## config.mk

```make
export PLATFORM = sky130hd
export DESIGN_NAME = lnu_queue
export DESIGN_NICKNAME = d
export VERILOG_FILES = /design/src/lnu_pkg.sv /design/src/lnu_queue.sv
export SDC_FILE = /design/constraint.sdc
export NUM_CORES = 1
export LEC_CHECK = 0
export BUFFER_PORTS_ARGS = -buffer_cell sky130_fd_sc_hd__buf_4
export CORE_UTILIZATION = 51
export CTS_CLUSTER_DIAMETER = 100
export DETAILED_ROUTE_END_ITERATION = 16
export PLACE_DENSITY_LB_ADDON = 0.2
export SETUP_SLACK_MARGIN = 0.15
export SLEW_MARGIN = 30
export SYNTH_ARGS = -nofsm -noshare
export SYNTH_HDL_FRONTEND = slang
export SYNTH_SLANG_ARGS = --single-unit
```

## constraint.sdc

```tcl
create_clock -name clk -period 3.27 [get_ports clk]
set_input_delay 0.1635 -clock clk [delete_from_list [all_inputs] [get_ports clk]]
set_output_delay 0.1635 -clock clk [all_outputs]
set_load 0.02 [all_outputs]
```

## src/lnu_pkg.sv

```systemverilog
// Shared types and constants for the LIF neuron state update block.
`timescale 1ns / 1ps
`default_nettype none
package lnu_pkg;

  localparam int DATA_W   = 32;
  localparam int IDX_W    = 10;
  localparam int ACTION_W = 2;
  localparam int DECAY_W  = 17;
  localparam int CFG_IDX_W = 1;

  // Threshold after reset: 1.0 in Q16.16
  localparam logic signed [DATA_W-1:0] THRESH_RESET = 32'sd65536;

  // Command queue between front and back
  localparam int QUEUE_DEPTH = 2;
  localparam int QPTR_W      = 1;
  localparam int QCNT_W      = 2;

  typedef enum logic [ACTION_W-1:0] {
    ACT_WRITE = 2'd0,
    ACT_SPIKE = 2'd1,
    ACT_STEP  = 2'd2,
    ACT_LOAD  = 2'd3
  } action_t;

  typedef enum logic [CFG_IDX_W-1:0] {
    CFG_DECAY  = 1'b0,
    CFG_THRESH = 1'b1
  } cfg_idx_t;

  // Classified request as it travels through the queue
  typedef struct packed {
    action_t                  op;
    logic                     idx_ok;
    logic [IDX_W-1:0]         index;
    logic signed [DATA_W-1:0] data;
  } cmd_t;

endpackage
`default_nettype wire

```

## src/lnu_queue.sv

```systemverilog
// Short command queue decoupling the front end from the back end.
`timescale 1ns / 1ps
`default_nettype none
module lnu_queue (
  input  wire logic          clk,
  input  wire logic          rst_n,
  input  wire logic          push,
  input  wire lnu_pkg::cmd_t push_cmd,
  output logic               full,
  input  wire logic          pop,
  output logic               q_valid,
  output lnu_pkg::cmd_t      q_cmd
);
  import lnu_pkg::*;

  cmd_t              entry_r [QUEUE_DEPTH];
  logic [QPTR_W-1:0] wr_ptr_r;
  logic [QPTR_W-1:0] rd_ptr_r;
  logic [QCNT_W-1:0] count_r;

  assign full    = (count_r == QCNT_W'(QUEUE_DEPTH));
  assign q_valid = (count_r != '0);
  assign q_cmd   = entry_r[rd_ptr_r];

  // Entry storage
  always_ff @(posedge clk) begin
    if (push) begin
      entry_r[wr_ptr_r] <= push_cmd;
    end
  end

  // Pointers and fill count
  always_ff @(posedge clk) begin
    if (!rst_n) begin
      wr_ptr_r <= '0;
      rd_ptr_r <= '0;
      count_r  <= '0;
    end else begin
      if (push) wr_ptr_r <= wr_ptr_r + 1'b1;
      if (pop)  rd_ptr_r <= rd_ptr_r + 1'b1;
      unique case ({push, pop})
        2'b10:   count_r <= count_r + 1'b1;
        2'b01:   count_r <= count_r - 1'b1;
        default: count_r <= count_r;
      endcase
    end
  end

`ifndef NO_ASSERTIONS
  a_count_bound: assert property (@(posedge clk) disable iff (!rst_n)
    count_r <= QCNT_W'(QUEUE_DEPTH))
    else $error("queue count above depth");
  a_no_pop_empty: assert property (@(posedge clk) disable iff (!rst_n)
    pop |-> (count_r != '0))
    else $error("pop from empty queue");
`endif

endmodule
`default_nettype wire

```

==> metrics <==
outcome finished with violations; failing checks design-rule violations; NumNets Final 360; worst hold-check path type input port to flop; R2R Path Start wr_ptr_r; PostCTS Resize Cnt 0; Hold Crit Start rst_n; Worst Tran Pin Value 750.0 ps; Crit path max-delay family flip-flops; Placer Congestion 0.6978; worst vdd ir approximately 410 uV; Post-DP Area 4267 um2; design area approximately 4900 um2; WHS between 50 and 60 ps; Final Hold Violating Endpoints 0; critical-path cell list mux2_2 > buf_4; cts hold-fix bufs 44; Leakage 1.870 nW; Layout Utilization ~76%; Sink Count 95; Area Overhead vs Synth 42.32%; Cells after DPL 331; part of the cycle the worst path needs a little under three fifths; number of global-route vias before repair 2111; vias per cell 4.921; Buf/Inv on CP 1; CP max FO 45; DRC Markers 12; HPWL Detailed between 3000 and 4000 um; CTS tree yes; post-synth cell types 18; GRT overflow 0; CTS Buf Count 9; Post-CTS Setup Inserts 0; first-pass GRT wire length 10040 um; Routed Antenna Nets 0; layout cells sized above 1 roughly half; Pre-antenna DRT Iters 10; DR iter-0 viols 140; Multi-input gate area 631.9 um2; most frequent cells in the layout 97 x buf_4, 90 x edfxtp_1, 45 x mux2_2, 45 x dlygate4sd3_1, 9 x clkbuf_8; # port buffers 95; Post-Route WL 6294 um; number of synthesized register bits 95; mapped cell area 3456 um2; Rel. slew slack between 40% and 50%; Avg WL per Cell between 15 and 20 um; Std-Cell Rows 29; Worst Path Arrival around 1700 ps; Vias about 1.9k; Final Max Tran Viols 0; Synth Net Count 212; initial antenna violation count 0; Sequential cell area 2806 um2; CTS max path bufs 2; Die Height approximately 84 um; max frequency 542.4 MHz; synthesis warning total 0; largest net degree at the start of global routing 46; Reg clk slew, reported paths around 80 ps; slowest stage cell on the critical path dfxtp_4; CP Launch Type flop; full die area about 7100 um2; Core Box Area 6459 um2; crit path kind flop to output port; max_cap viols 0; commonest non-fill, non-tap cell in the layout buf_4; unrepaired setup endpoints after global routing no; H-tree depth 3; Final WS setup 1426 ps; Worst path max stage delay 760 ps; Ant. Diodes 0; sequential fraction of the synthesis area 81.10%; min cycle time layout 1844 ps; Die Width 84.32 um; syn avg cell area between 20 and 25 um2; setup_tns 0 ps; Total GRT Usage 19.13%; Power Density 534.0 nW/um2; IO Pins between 90 and 100; Finished Layout Cells 391; Syn Inst Count 162; final setup vio count 0; CP endpoint kind output port; CP required 3110 ps; root buf cell clkbuf_8; clk_lat worst skew approximately 340 ps; initial core utilization about 54%; Pwr Total 2.626 mW; final clock skew 7.176 ps; Filler cells 401; dpl ws about 1600 ps
==> state kept, by name, summed over array words and instances, names as in the netlist, named ones only <==
| name | cells |
|---|---|
| count_r | 2 |
| wr_ptr_r | 1 |
| rd_ptr_r | 1 |
| entry_r | 90 |
==> cell type report <==
cell class                 instances  area share [%]
sequential                        95           57.06
timing repair buffer             142           23.96
multi-input combinational         61           12.85
clock buffer                      10           2.595
tap                               77           1.959
clock inverter                     5           1.501
inverter                           1         0.07632
==> cells by family (layout without fill, tap and decap cells) <==
family | Yosys count | count (layout) | synth area share [%]
multiplexers | 45 | 45 | 14.66
AND/OR/NAND/NOR | 9 | 9 | 1.629
AO/OA/AOI/OAI | 3 | 3 | 0.5793
XOR/XNOR | 3 | 3 | 0.7605
flip-flops | 95 | 95 | 81.10
adder cells (fa/ha/maj) | 1 | 1 | 0.3620
buffers and inverters | 6 | 158 | 0.9051
==> synth_stat cells, drive strengths merged <==
cell type / number / area [um2]
o21a: 1 / 7.510
nor2: 1 / 3.750
or2: 1 / 6.260
ha: 1 / 12.51
inv: 1 / 3.750
o21ai: 1 / 5.000
or3: 1 / 6.260
buf: 5 / 27.53
xor2: 1 / 8.760
a21boi: 1 / 7.510
edfxtp: 90 / 2703
mux2: 45 / 506.7
and2b: 1 / 8.760
dfxtp: 5 / 100.1
and2: 4 / 25.02
xnor2: 2 / 17.52
nor2b: 1 / 6.260
==> path summary, 6_finish.rpt <==
kind	depth (start not counted)	to	slack (ps)
worst max register to register	2	entry_r[0][44]	1680
worst min-delay path	2	wr_ptr_r	50
worst min register to register	2	count_r[1]	530
worst max-delay path	2	q_cmd[27]	1430
==> layer usage <==
layer  wire, um  global-route usage, %  vias up
li1           -                      -      922
met1       2548                  22.42      922
met2       3300                  33.31       70
met3        330                  4.916       10
met4        114                  8.777        0
met5          0                      0        -
==> power by group <==
part | switching (mW) | leakage (nW) | total [mW] | internal, mW
clock network | 0.364 | 0.104 | 0.786 | 0.422
registers | 0.0394 | 0.887 | 1.44 | 1.40
logic | 0.181 | 0.880 | 0.399 | 0.218
==> worst reg2reg max path, stage by stage, from the launching register on <==
cell and delay [ps]:
dfxtp_1 350, nor2_4 610, buf_4 340
Note: power is estimated with default switching activity, not from simulation.
